===== src/hdl/fsie_pkg.sv =====
// Shared constants and types for the format string integer expander.
package fsie_pkg;

	// Width of the signed integer argument.
	localparam int ARG_WIDTH = 32;

	// Decimal digits needed for the magnitude: ceil(ARG_WIDTH * log10(2)), rounded up safely.
	localparam int NUM_DIGITS = (ARG_WIDTH * 1233 + 4095) / 4096;
	localparam int BCD_W = 4 * NUM_DIGITS;
	localparam int CONV_CNT_W = $clog2(ARG_WIDTH);
	localparam int DIG_CNT_W = $clog2(NUM_DIGITS);

	// Input beat width: format byte plus argument, padded to whole bytes.
	localparam int S_DATA_W = ((8 + ARG_WIDTH + 7) / 8) * 8;

	// Characters with special meaning.
	localparam logic [7:0] CH_NUL = 8'h00;
	localparam logic [7:0] CH_ESCAPE = 8'h24;
	localparam logic [7:0] CH_D = 8'h64;
	localparam logic [7:0] CH_MINUS = 8'h2D;
	localparam logic [7:0] CH_ZERO = 8'h30;

	// Result kinds carried on the output side.
	localparam logic [1:0] STATUS_CHAR = 2'd0;
	localparam logic [1:0] STATUS_END_OK = 2'd1;
	localparam logic [1:0] STATUS_END_ESC = 2'd2;

	typedef enum logic [3:0] {
		ST_IDLE   = 4'b0001,
		ST_SINGLE = 4'b0010,
		ST_CONV   = 4'b0100,
		ST_EMIT   = 4'b1000
	} state_t;

endpackage


===== src/hdl/format_string_int_expander.sv =====
// Top level: printf style formatter that expands an escaped 'd' into signed decimal text.
// Flow: a plain byte waits in the single-beat register, then moves to the output register;
// an expansion runs an ARG_WIDTH (32) bit, bit-serial binary to decimal conversion, then
// emits its output beats one at a time, up to eleven, skipping any leading zero digits.
// No new byte is taken until the last result is loaded; an expansion holds the input for its whole run.
// Reset: arst_n clears the state machine, the pending escape and the output valid at once.
module format_string_int_expander
	import fsie_pkg::*;
(
	input  logic                clk,
	input  logic                arst_n,
	input  logic                s_tvalid,
	output logic                s_tready,
	input  logic [S_DATA_W-1:0] s_tdata,   // [7:0] format_byte, [ARG_WIDTH+7:8] argument
	output logic                m_tvalid,
	input  logic                m_tready,
	output logic [7:0]          m_tdata,   // [7:0] out_char
	output logic [1:0]          m_tuser,   // [1:0] status
	output logic                m_tlast
);

	state_t                state_q;
	logic                  escape_q;
	logic [7:0]            single_char_q;
	logic [1:0]            single_status_q;

	// Conversion datapath: the magnitude shifts out MSB first into a BCD register.
	logic [ARG_WIDTH-1:0]  mag_q;
	logic [BCD_W-1:0]      bcd_q;
	logic [CONV_CNT_W-1:0] conv_cnt_q;
	logic [DIG_CNT_W-1:0]  dig_cnt_q;
	logic                  neg_q;
	logic                  seen_q;

	// Output register: parts the result channel from the conversion logic.
	logic                  out_valid_q;
	logic [7:0]            out_char_q;
	logic [1:0]            out_status_q;
	logic                  out_last_q;

	logic [7:0]            in_byte;
	logic [ARG_WIDTH-1:0]  in_arg;
	logic                  in_neg;
	logic [ARG_WIDTH-1:0]  in_mag;
	logic                  accept;
	logic                  can_push;
	logic [BCD_W-1:0]      bcd_adj;
	logic [3:0]            top_digit;
	logic                  last_digit;

	assign in_byte = s_tdata[7:0];
	assign in_arg = s_tdata[ARG_WIDTH+7:8];
	assign in_neg = in_arg[ARG_WIDTH-1];
	// The magnitude is taken unsigned, so the most negative value converts correctly.
	assign in_mag = in_neg ? (~in_arg + {{(ARG_WIDTH-1){1'b0}}, 1'b1}) : in_arg;

	assign s_tready = (state_q == ST_IDLE);
	assign accept = s_tvalid && s_tready;

	// A new beat may be loaded when the output register is empty or is being emptied.
	assign can_push = !out_valid_q || m_tready;

	// Shift-and-add-3 correction: every BCD digit of five or more gets three added
	// before the next doubling. The digits are independent of each other.
	always_comb begin
		for (int i = 0; i < NUM_DIGITS; i++) begin
			if (bcd_q[i*4 +: 4] >= 4'd5) begin
				bcd_adj[i*4 +: 4] = bcd_q[i*4 +: 4] + 4'd3;
			end else begin
				bcd_adj[i*4 +: 4] = bcd_q[i*4 +: 4];
			end
		end
	end

	assign top_digit = bcd_q[BCD_W-1 -: 4];
	assign last_digit = (dig_cnt_q == DIG_CNT_W'(NUM_DIGITS - 1));

	always_ff @(posedge clk or negedge arst_n) begin
		if (!arst_n) begin
			state_q <= ST_IDLE;
			escape_q <= 1'b0;
			single_char_q <= '0;
			single_status_q <= STATUS_CHAR;
			mag_q <= '0;
			bcd_q <= '0;
			conv_cnt_q <= '0;
			dig_cnt_q <= '0;
			neg_q <= 1'b0;
			seen_q <= 1'b0;
			out_valid_q <= 1'b0;
			out_char_q <= '0;
			out_status_q <= STATUS_CHAR;
			out_last_q <= 1'b0;
		end else begin
			// The output beat is retired when taken; a push below overrides this.
			if (out_valid_q && m_tready) begin
				out_valid_q <= 1'b0;
			end

			unique case (state_q)
				ST_IDLE: begin
					if (accept) begin
						if (!escape_q) begin
							if (in_byte == CH_NUL) begin
								single_char_q <= CH_NUL;
								single_status_q <= STATUS_END_OK;
								state_q <= ST_SINGLE;
							end else if (in_byte == CH_ESCAPE) begin
								// An escape opens and produces no beat.
								escape_q <= 1'b1;
							end else begin
								single_char_q <= in_byte;
								single_status_q <= STATUS_CHAR;
								state_q <= ST_SINGLE;
							end
						end else begin
							escape_q <= 1'b0;
							if (in_byte == CH_NUL) begin
								// String ended with the escape still open.
								single_char_q <= CH_NUL;
								single_status_q <= STATUS_END_ESC;
								state_q <= ST_SINGLE;
							end else if (in_byte == CH_D) begin
								mag_q <= in_mag;
								neg_q <= in_neg;
								bcd_q <= '0;
								conv_cnt_q <= CONV_CNT_W'(ARG_WIDTH - 1);
								state_q <= ST_CONV;
							end else begin
								// Any other escaped byte is echoed, so two escapes give one.
								single_char_q <= in_byte;
								single_status_q <= STATUS_CHAR;
								state_q <= ST_SINGLE;
							end
						end
					end
				end

				ST_SINGLE: begin
					if (can_push) begin
						out_valid_q <= 1'b1;
						out_char_q <= single_char_q;
						out_status_q <= single_status_q;
						out_last_q <= 1'b1;
						state_q <= ST_IDLE;
					end
				end

				ST_CONV: begin
					// One magnitude bit enters the BCD register per cycle.
					bcd_q <= {bcd_adj[BCD_W-2:0], mag_q[ARG_WIDTH-1]};
					mag_q <= {mag_q[ARG_WIDTH-2:0], 1'b0};
					if (conv_cnt_q == '0) begin
						dig_cnt_q <= '0;
						seen_q <= 1'b0;
						state_q <= ST_EMIT;
					end else begin
						conv_cnt_q <= conv_cnt_q - CONV_CNT_W'(1);
					end
				end

				ST_EMIT: begin
					if (neg_q) begin
						// The sign goes out ahead of the digits.
						if (can_push) begin
							out_valid_q <= 1'b1;
							out_char_q <= CH_MINUS;
							out_status_q <= STATUS_CHAR;
							out_last_q <= 1'b0;
							neg_q <= 1'b0;
						end
					end else if (!seen_q && top_digit == 4'd0 && !last_digit) begin
						// Leading zeros are dropped; the units digit always goes out.
						bcd_q <= {bcd_q[BCD_W-5:0], 4'd0};
						dig_cnt_q <= dig_cnt_q + DIG_CNT_W'(1);
					end else if (can_push) begin
						out_valid_q <= 1'b1;
						out_char_q <= CH_ZERO + {4'd0, top_digit};
						out_status_q <= STATUS_CHAR;
						out_last_q <= last_digit;
						seen_q <= 1'b1;
						bcd_q <= {bcd_q[BCD_W-5:0], 4'd0};
						if (last_digit) begin
							state_q <= ST_IDLE;
						end else begin
							dig_cnt_q <= dig_cnt_q + DIG_CNT_W'(1);
						end
					end
				end

				default: begin
					state_q <= ST_IDLE;
				end
			endcase
		end
	end

	assign m_tvalid = out_valid_q;
	assign m_tdata = out_char_q;
	assign m_tuser = out_status_q;
	assign m_tlast = out_last_q;

endmodule


===== config.mk =====
export PLATFORM = sky130hd
export DESIGN_NAME = format_string_int_expander
export DESIGN_NICKNAME = d
export VERILOG_FILES = /design/src/hdl/fsie_pkg.sv /design/src/hdl/format_string_int_expander.sv
export SDC_FILE = /design/constraint.sdc
export NUM_CORES = 1
export LEC_CHECK = 0
export ABC_CLOCK_PERIOD_IN_PS = 4800
export BUFFER_PORTS_ARGS = -buffer_cell sky130_fd_sc_hd__buf_2
export CORE_MARGIN = 2
export CORE_UTILIZATION = 40
export DETAILED_ROUTE_END_ITERATION = 6
export GPL_ROUTABILITY_DRIVEN = 0
export PLACE_DENSITY = 0.59
export SLEW_MARGIN = 15
export SYNTH_ARGS = -nofsm -noshare
export SYNTH_HDL_FRONTEND = slang
export SYNTH_SLANG_ARGS = --single-unit

===== constraint.sdc =====
create_clock -name clk -period 4.8 [get_ports clk]
set_input_delay 0.96 -clock clk [delete_from_list [all_inputs] [get_ports clk]]
set_output_delay 0.96 -clock clk [all_outputs]
set_load 0.03 [all_outputs]

**After elaboration in Yosys (flattened, before gate mapping)**

Cells that the tools add are included.

- Register bits: 110
- Bits of input ports: 44
- Output and inout bits: 13
- Word-level logic and storage cells: 185

- Add/subtract/negate cells: 14
- $lt $le $gt $ge: 10
- Eq/ne operators: 24
- Muxes and demuxes: 95
- Bitwise operators: 1
- Reductions and logical operators: 27

Operator list:

| cell | number |
|---|---|
| $mux W40 | 7 |
| $mux W32 | 5 |
| $pmux W40 S3 | 1 |
| $mux W4 | 24 |
| $mux W8 | 10 |
| $pmux W32 S2 | 1 |
| $ge A4 B3 Y1 const B | 10 |
| $add A4 B2 Y4 const B | 9 |
| $add A32 B1 Y32 const B | 1 |
| $not A32 Y32 | 1 |
| $mux W5 | 5 |
| $mux W1 | 21 |
| $reduce_and A5 Y1 | 4 |
| $mux W2 | 9 |
| $ne A2 B2 Y1 const B | 8 |
| $pmux W4 S4 | 1 |
| $pmux W8 S2 | 1 |
| $ne A3 B3 Y1 const B | 5 |
| $pmux W5 S2 | 1 |
| $mux W3 | 3 |
| $eq A4 B4 Y1 const B | 2 |
| $eq A8 B6 Y1 const B | 1 |
| $eq A8 B7 Y1 const B | 1 |
| $logic_not A8 Y1 | 1 |
| other kinds (25) | 39 |

**Logic depth before layout (Yosys ltp)**

Gate-level depths: netlist (run 1).

- Word-level depth: 8
- Depth in mapped cells: 10
- Depth with buffers taken out: 7

**Worst setup path before layout (run 1)**

No wires, ideal clock.

- Kind: in2reg
- From: input port s_tdata[8]
- To: register mag_q[28]
- Library setup time: 0.087 ns
- Arrival time: 2.881 ns
- Required time: 4.713 ns
- Path slack: 1.832 ns
- Stages on the path: 8
- Buffers on the path: 1
- Path through: inv_1 -> ha_1 -> or3b_1 -> buf_2 -> or4_4 -> or4_1 -> and4_1 -> a211oi_2

- Word-level cells in the longest chain between the ends: 8

Ends and longest elaborated chain:

| element | RTL line | text |
|---|---|---|
| from (decl) | format_string_int_expander.sv:14 | `input logic [S_DATA_W-1:0] s_tdata,` |
| $not A32 Y32 | format_string_int_expander.sv:55 | `assign in_mag = in_neg ? (~in_arg + {{(ARG_WIDTH-1){1'b0}}, 1'b1}) : in_arg;` |
| $add A32 B1 Y32 | format_string_int_expander.sv:55 |  |
| $mux W32 | format_string_int_expander.sv:55 |  |
| $mux W32 | format_string_int_expander.sv:123 | `end else if (in_byte == CH_D) begin` |
| $mux W32 | format_string_int_expander.sv:118 | `if (in_byte == CH_NUL) begin` |
| $mux W32 | format_string_int_expander.sv:103 | `if (!escape_q) begin` |
| $mux W32 | format_string_int_expander.sv:102 | `if (accept) begin` |
| $pmux W32 S2 | format_string_int_expander.sv:100 | `unique case (state_q)` |
| to (signal assigned) | format_string_int_expander.sv:124 | `mag_q <= in_mag;` |
| to (signal assigned) | format_string_int_expander.sv:152 | `mag_q <= {mag_q[ARG_WIDTH-2:0], 1'b0};` |
| to (decl) | format_string_int_expander.sv:28 | `logic [ARG_WIDTH-1:0] mag_q;` |

No other way between the ends. The select of a mux whose other input is x is not followed.
A chain may end at the register's enable or synchronous reset.

**Worst setup path in the final report (run 1)**

- From: register state_q[0]
- To: register bcd_q[14]

- Word-level cells in the longest chain between the ends: 4
- Elaborated cells on any way between the ends: 13

Ends and longest elaborated chain:

| element | RTL line | text |
|---|---|---|
| from (decl) | format_string_int_expander.sv:22 | `state_t state_q;` |
| from (signal assigned) | format_string_int_expander.sv:80 | `state_q <= ST_IDLE;` |
| from (signal assigned) | format_string_int_expander.sv:107 | `state_q <= ST_SINGLE;` |
| from (signal assigned) | format_string_int_expander.sv:114 | `state_q <= ST_SINGLE;` |
| $eq A4 B1 Y1 | format_string_int_expander.sv:57, format_string_int_expander.sv:100 |  |
| $logic_and A1 B1 Y1 | format_string_int_expander.sv:58 | `assign accept = s_tvalid && s_tready;` |
| $ne A2 B1 Y1 (no line) | -- |  |
| $reduce_and A7 Y1 (no line) | -- |  |
| to (signal assigned) | format_string_int_expander.sv:151 | `bcd_q <= {bcd_adj[BCD_W-2:0], mag_q[ARG_WIDTH-1]};` |
| to (signal assigned) | format_string_int_expander.sv:174 | `bcd_q <= {bcd_q[BCD_W-5:0], 4'd0};` |
| to (signal assigned) | format_string_int_expander.sv:182 | `bcd_q <= {bcd_q[BCD_W-5:0], 4'd0};` |
| to (decl) | format_string_int_expander.sv:29 | `logic [BCD_W-1:0] bcd_q;` |

Parallel ways exist; a longest one is shown, timed or not.

==> run_results.csv, run 1 <==
group,metric,value,unit
worst_setup_path,rr_startpoint,"state_q[0]$_DFFE_PN1P_",
worst_setup_path,rrSetupSlack,1.66,ns
synthesis,synth_edf_count,0,
global_routing,grt.busiest_layer,"met2",
floorplanning,die_area,18400,um^2
placed_design,dp_hpwl,11.4,mm
synthesis,synth-seq-area-share,0.397,
clock_network,cts_resized,0,
synthesis,async_flop_share,1.00,
sta,finClkSkew,0.00898,ns
worst_setup_path,cp_slowest_cell,"or4b_1",
pwr,power.total,2.20,mW
global_routing,grt_use_met1,0.266,
sta,slew_viol_final,0,
floorplanning,start_util,0.405,
route,drt_iter0_markers,293,
clock_network,clk_pin_slew,0.08,ns
worst_setup_path,startpoint_type,"register",
sta,timing_hold_violations_final,0,
cells_and_area,layout_common_cells,"dfrtp_1, o21ai_0, nand2_1",
worst_setup_path,worstPathArrival,3.37,ns
route,first_pass_iters,5,
min_path,hold_class,"register to register",
synthesis,syn_area_per_cell,9.05,um^2
sta,worst_pin_slew,0.851,ns
route,postRouteAntennaNets,0,
route,drcViolationCount,0,
worst_setup_path,timing.rr.end,"bcd_q[14]$_DFFE_PN0P_",
global_routing,antenna_found_initial,0,
sta,hold_ws,0.478,ns
global_routing,grtUsageMet3,0.0307,
route,routed_wl,16.6,mm
min_path,hold_depth,2,
placed_design,place_inst,1011,
flow_run,max-cap-violations,0,
clock_network,insertion_delay,0.35,ns
cells_and_area,mostFrequentLayoutCell,"dfrtp_1",
global_routing,grt_pass1_vias,5766,
synthesis,synth_area_leader_cell,"dfrtp_1",
clock_network,cts_hold_buf,0,
floorplanning,die_w,136,um
global_routing,grt_use_met2,0.301,
worst_setup_path,crit_path_end_kind,"register",
synthesis,synth_top_cell_area_share,0.393,
worst_setup_path,path_class,"register to register",
floorplanning,io_pins,57,
sta,fmax,318,MHz
synthesis,ys_top_cells_by_area,"dfrtp_1, o21ai_0, ha_1",
floorplanning,rows,48,
route,via_per_inst,5.76,
worst_setup_path,cp_common_cell,"buf_4",
placed_design,portBuffers,56,
floorplanning,die_h,136,um
cells_and_area,diodes,0,
min_path,worstHoldEndpoint,"m_tdata[3]$_DFFE_PN0P_",
synthesis,synth_cell_types,72,
worst_setup_path,slowest_delay,0.62,ns
worst_setup_path,critPathTopFamily,"simple AND/OR/NAND/NOR gates",
min_path,min_from,"m_tdata[3]$_DFFE_PN0P_",
worst_setup_path,rr_worst_depth,6,
clock_network,clkSinkCount,110,
cells_and_area,layoutNonFillerInstCount,1027,
sta,slew_headroom,0.433,
route,num_vias,5913,
sta,period_share,0.655,
clock_network,clk_path_buf_depth,2,
synthesis,syn_inst,767,
cells_and_area,drive_above_1_share,0.133,
pwr,cellPowerDensity,287,nW/um^2
route,routedWlPerCell,16.1,um
sta,setup_viol_count_final,0,
cells_and_area,area_growth,10.6,%
synthesis,yosysWarnings,0,
global_routing,gr-total-overflow,0,
worst_setup_path,worstPathCellList,"or4b_1 > nor2_1 > buf_4 > or2_1 > buf_4 > mux2_1",
sta,setup_tns,0,ns
clock_network,cts_buffers,9,
clock_network,root_buffer,"clkbuf_16",
synthesis,ys_seq_elements,110,
floorplanning,coreArea,17100,um^2
synthesis,synth_ff_type,"dfrtp_1",
global_routing,grt_max_degree,86,
global_routing,grt_pass1_wl,28.4,mm
sta,rsz0062_at_grt,"no",
worst_setup_path,worstPathRequired,5.03,ns
worst_setup_path,path_max_fanout,26,
synthesis,syn-cell-area,6940,um^2
pwr,peakVddDrop,0.185,mV
global_routing,grtUsageTotal,0.189,
outcome,status,"finished clean",
cells_and_area,final_util,0.448,
clock_network,cts_tree,"yes",
synthesis,syn_nets,836,
clock_network,htree_levels,3,
worst_setup_path,path_buf_inv,2,
pwr,p_leak,3.42,nW
sta,min_period,3.14,ns
cells_and_area,nNetsFinal,866,
clock_network,postCtsSetupRepairBufs,0,
[cells by family (layout without fill, tap and decap cells)]
logic type                 count (synthesis)  count (layout)  synth area share
AOI/OAI and AO/OA                        235             235             0.225
xor gates and xnor gates                  28              28            0.0353
adders and majority gates                 25              25            0.0451
buffers and inverters                     84             119            0.0500
DFF                                      110             110             0.397
muxes                                     43              43            0.0655
and+or+nand+nor                          242             242             0.183
[state kept, by name, indices dropped and copies added, names as in the netlist]
name / cells
m_tlast: 1
neg_q: 1
state_q: 4
single_status_q: 2
bcd_q: 40
escape_q: 1
dig_cnt_q: 4
m_tuser: 2
seen_q: 1
mag_q: 32
single_char_q: 8
m_tdata: 8
conv_cnt_q: 5
m_tvalid: 1
[through the flow]
| stage | area, um^2 | setup slack (ns) |
|---|---|---|
| 3_3_place_gp | 7400 | 1.46 |
| 6_report | 7670 | 1.66 |
| 5_1_grt | 7670 | 1.46 |
| 2_1_floorplan | 6940 | 1.83 |
| 4_1_cts | 7670 | 1.66 |
| 3_5_place_dp | 7400 | 1.42 |
[worst reg2reg max path: stages, from the launching register on]
cell and delay (ns):
dfstp_2 0.61, or4b_1 0.62, nor2_1 0.17, buf_4 0.28
or2_1 0.57, buf_4 0.40, mux2_1 0.37
[cell usage after synthesis (16+ instances only)]
master,count
dfrtp_1,109
o31ai_1,23
nand2_1,68
nor3_1,22
xnor2_1,21
ha_1,25
inv_1,33
o21ai_0,75
nand2b_1,23
clkbuf_1,29
nand3_1,16
a21oi_1,42
a2111oi_0,16
mux2i_1,24
nor2_1,46
[metal layers]
metal  share of wire  routed length, um
met1            0.48               7960
met2            0.47               7750
met3           0.042                693
met4           0.010                169
met5               0                  0
[final cells by class]
cell class                 instances  area (um^2)
multi-input combinational        573         3860
timing repair buffer              68          373
inverter                          35          131
clock inverter                     6         38.8
fill                            1684         9450
clock buffer                      10          229
sequential                       110         2750
tap                              225          282
[where the power goes]
group          switching, mW  leakage (nW)  internal, mW
logic                  0.268          1.93         0.152
registers             0.0645          1.37          1.02
clock network          0.345         0.128         0.351
total                  0.678          3.42          1.52
[worst max-delay path by stage]
stage	from	to	depth (start not counted)
4_1_cts	state_q[0]$_DFFE_PN1P_	bcd_q[14]$_DFFE_PN0P_	6
2_1_floorplan	s_tdata[8]	mag_q[28]$_DFFE_PN0P_	8
3_5_place_dp	s_tdata[0]	bcd_q[14]$_DFFE_PN0P_	8
6_report	state_q[0]$_DFFE_PN1P_	bcd_q[14]$_DFFE_PN0P_	6
3_3_place_gp	s_tdata[0]	bcd_q[14]$_DFFE_PN0P_	8
5_1_grt	state_q[0]$_DFFE_PN1P_	bcd_q[14]$_DFFE_PN0P_	6
(Power assumes the default switching activity.)
==> run 2, diff against run 1 <==
Settings changed: ABC_AREA set to 1, ABC_CLOCK_PERIOD_IN_PS 4800 to 2550, PLACE_DENSITY 0.59 to 0.61.
Clock period 4.8 ns to 2.55 ns, I/O delays scaled along.
==> run 2 against run 1 <==
Highest routed layer unchanged; routed wire length grew 3.3%; die area grew 2.4%; combinational power rose to 5.4 times the previous value; worst hold slack got worse by 0.31 ns; clock power up 110%; clock-buffer cell count grew 3; final cell count grew 25%; synthesized cell count is 32% higher; register-to-register slack worse by 1.1 ns; utilization increased by 0.76 points.
==> run_results.csv, run 2 <==
group,metric,value,unit
placed_design,placed_area,7610,um^2
synthesis,syn_nets,1078,
route,wl_met2,7.65,mm
route,wl_met3,682,um
pwr,p_sw_frac,0.404,
sta,setup_tns,0,ns
pwr,peakVddDrop,0.607,mV
route,num_vias,6479,
synthesis,synth_cell_types,40,
sta,fmax,490,MHz
clock_network,cts_resized,0,
global_routing,antenna_found_initial,0,
synthesis,syn_area_per_cell,7.04,um^2
synthesis,syn-cell-area,7110,um^2
synthesis,async_flop_share,1.00,
pwr,internal-power,3.73,mW
synthesis,syn_inst,1009,
worst_setup_path,crit_path_end_kind,"register",
worst_setup_path,worstPathCellList,"ha_1 > nand3_1 > nand4_1 > o21ai_0 > nand2_1 > nand2_1 > o21ai_0",
cells_and_area,top_register,"bcd_q",
clock_network,root_buffer,"clkbuf_16",
flow_run,max-cap-violations,0,
worst_setup_path,path_buf_inv,0,
clock_network,clk_pin_slew,0.07,ns
clock_network,clkSinkCount,110,
worst_setup_path,startpoint_type,"register",
pwr,seqPwrFrac,0.405,
min_path,hold_class,"input port to async pin",
synthesis,ys_seq_elements,110,
route,drcViolationCount,0,
route,first_pass_iters,5,
cells_and_area,mostFrequentLayoutCell,"nand2_1",
placed_design,dp_hpwl,12.0,mm
floorplanning,die_h,137,um
clock_network,clk_path_buf_depth,2,
global_routing,grt_pass1_vias,6005,
placed_design,portBuffers,56,
sta,period_share,0.800,
floorplanning,coreArea,17400,um^2
route,routed_wl,17.1,mm
cells_and_area,largest_reg_flops,40,
synthesis,synth_area_leader_cell,"dfrtp_1",
synthesis,synth-seq-area-share,0.387,
worst_setup_path,path_class,"register to register",
synthesis,synthTopCellsByCount,"nand2_1, o21ai_0, dfrtp_1, inv_1, nor2_1",
worst_setup_path,cp_slowest_cell,"nand2_1",
floorplanning,die_area,18900,um^2
synthesis,synth_top_cell_area_share,0.384,
sta,slew_viol_final,0,
cells_and_area,diodes,0,
sta,rsz0062_at_grt,"no",
floorplanning,die_w,137,um
floorplanning,rows,48,
sta,min_period,2.04,ns
clock_network,htree_levels,3,
pwr,comb_power_share,0.361,
sta,finClkSkew,0.00651,ns
cells_and_area,biggestRegsByFlops,"bcd_q: 40 flops, mag_q: 32 flops",
route,routedWlPerCell,13.4,um
pwr,clkPwrFrac,0.234,
worst_setup_path,critPathTopFamily,"simple AND/OR/NAND/NOR gates",
global_routing,grt_max_degree,73,
global_routing,grt_pass1_wl,29.3,mm
outcome,status,"finished clean",
route,highest-signal-layer,"met4",
synthesis,ys_top_cells_by_area,"dfrtp_1, nand2_1, o21ai_0",
synthesis,post-synth-top-count-cell,"nand2_1",
floorplanning,io_pins,57,
clock_network,cts_hold_buf,0,
cells_and_area,stdcell_area,7910,um^2
worst_setup_path,slowest_delay,0.48,ns
synthesis,synth_ff_type,"dfrtp_1",
sta,slew_headroom,0.573,
cells_and_area,nNetsFinal,1119,
sta,timing_hold_violations_final,0,
cells_and_area,layout_common_cells,"nand2_1, o21ai_0, inv_1, dfrtp_1, nor2_1",
worst_setup_path,path_max_fanout,22,
clock_network,cts_tree,"yes",
floorplanning,start_util,0.410,
sta,setup_viol_count_final,0,
worst_setup_path,worstPathArrival,2.24,ns
sta,worst_pin_slew,0.638,ns
route,wl_met1,8.56,mm
clock_network,cts_buffers,9,
route,drt_iter0_markers,387,
synthesis,yosysWarnings,0,
worst_setup_path,worstPathRequired,2.75,ns
pwr,netSwitchingPower,2.53,mW
global_routing,grtUsageTotal,0.193,
synthesis,synth_edf_count,0,
global_routing,gr-total-overflow,0,
clock_network,insertion_delay,0.35,ns
pwr,cellPowerDensity,792,nW/um^2
clock_network,postCtsSetupRepairBufs,0,
route,via_per_inst,5.06,
pwr,p_leak,3.80,nW
cells_and_area,area_growth,11.3,%
cells_and_area,drive_above_1_share,0.118,
route,postRouteAntennaNets,0,
## run 2: cell types whose count changed in the layout (fill, tap and decap cells not counted), sizes merged, moves of 19 or more
cell / delta
mux2i: -24
nor2: +58
mux2: -19
nand2: +193
nand3: +58
nand2b: -23
o21ai: +86
inv: +78
## run 2: layout make-up
type / instances / area (um^2)
Inverter: 114 / 433
Timing Repair Buffer: 69 / 405
Fill cell: 1766 / 9450
Clock inverter: 3 / 42.5
Tap cell: 225 / 282
Multi-Input combinational cell: 746 / 3730
Clock buffer: 13 / 260
Sequential cell: 110 / 2750
## run 2: path summary, 6_finish.rpt
check / startpoint / endpoint / slack [ns] / cells past startpoint
min in group clk: s_tdata[4] / single_char_q[4]$_DFFE_PN0P_ / 0.43 / 3
setup reg to reg: dig_cnt_q[0]$_DFFE_PN0P_ / m_tdata[2]$_DFFE_PN0P_ / 0.51 / 7
hold reg to reg: m_tdata[0]$_DFFE_PN0P_ / m_tdata[0]$_DFFE_PN0P_ / 0.48 / 2
hold / removal: arst_n / m_tdata[0]$_DFFE_PN0P_ / 0.16 / 2
setup / recovery: dig_cnt_q[0]$_DFFE_PN0P_ / m_tdata[2]$_DFFE_PN0P_ / 0.51 / 7
max in group asynchronous: arst_n / state_q[0]$_DFFE_PN1P_ / 1.94 / 2
## run 2: logic make-up (layout without fill, tap and decap cells)
group	count (synthesis)	count (layout)	synth area share
compound gates	228	228	0.177
buf+inv	153	199	0.0884
fa+ha+maj	25	25	0.0440
xor+xnor	18	18	0.0222
simple gates	475	475	0.281
flops	110	110	0.387
## run 2: metal layers
metal	global-route usage	vias to the layer above
met3	0.0383	16
met2	0.307	129
li1	-	3374
met5	0	-
met1	0.269	2960
met4	0.0464	0
## run 2: power by group through the flow
stage          Combinational, mW  Sequential (mW)  Clock [mW]
2_1_floorplan               1.67             2.61           0
3_3_place_gp                2.25             2.56           0
3_5_place_dp                2.28             2.56           0
4_1_cts                     2.29             2.54        1.51
5_1_grt                     2.62             2.60        1.57
6_report                    2.26             2.53        1.46
## run 2: metrics by stage
step | setup WS [ns] | hold slack (ns) | util | std cells | power, mW
after CTS | 0.501 | 0.188 | 0.456 | 1280 | 6.33
after global routing | 0.237 | 0.194 | 0.456 | 1280 | 6.79
final | 0.509 | 0.164 | 0.456 | 1280 | 6.26
after detailed placement | 0.365 | 0.465 | 0.438 | 1264 | 4.84
after floorplan | 0.756 | 0.214 | - | 1009 | 4.28
after global placement | 0.398 | 0.460 | 0.438 | 1264 | 4.81
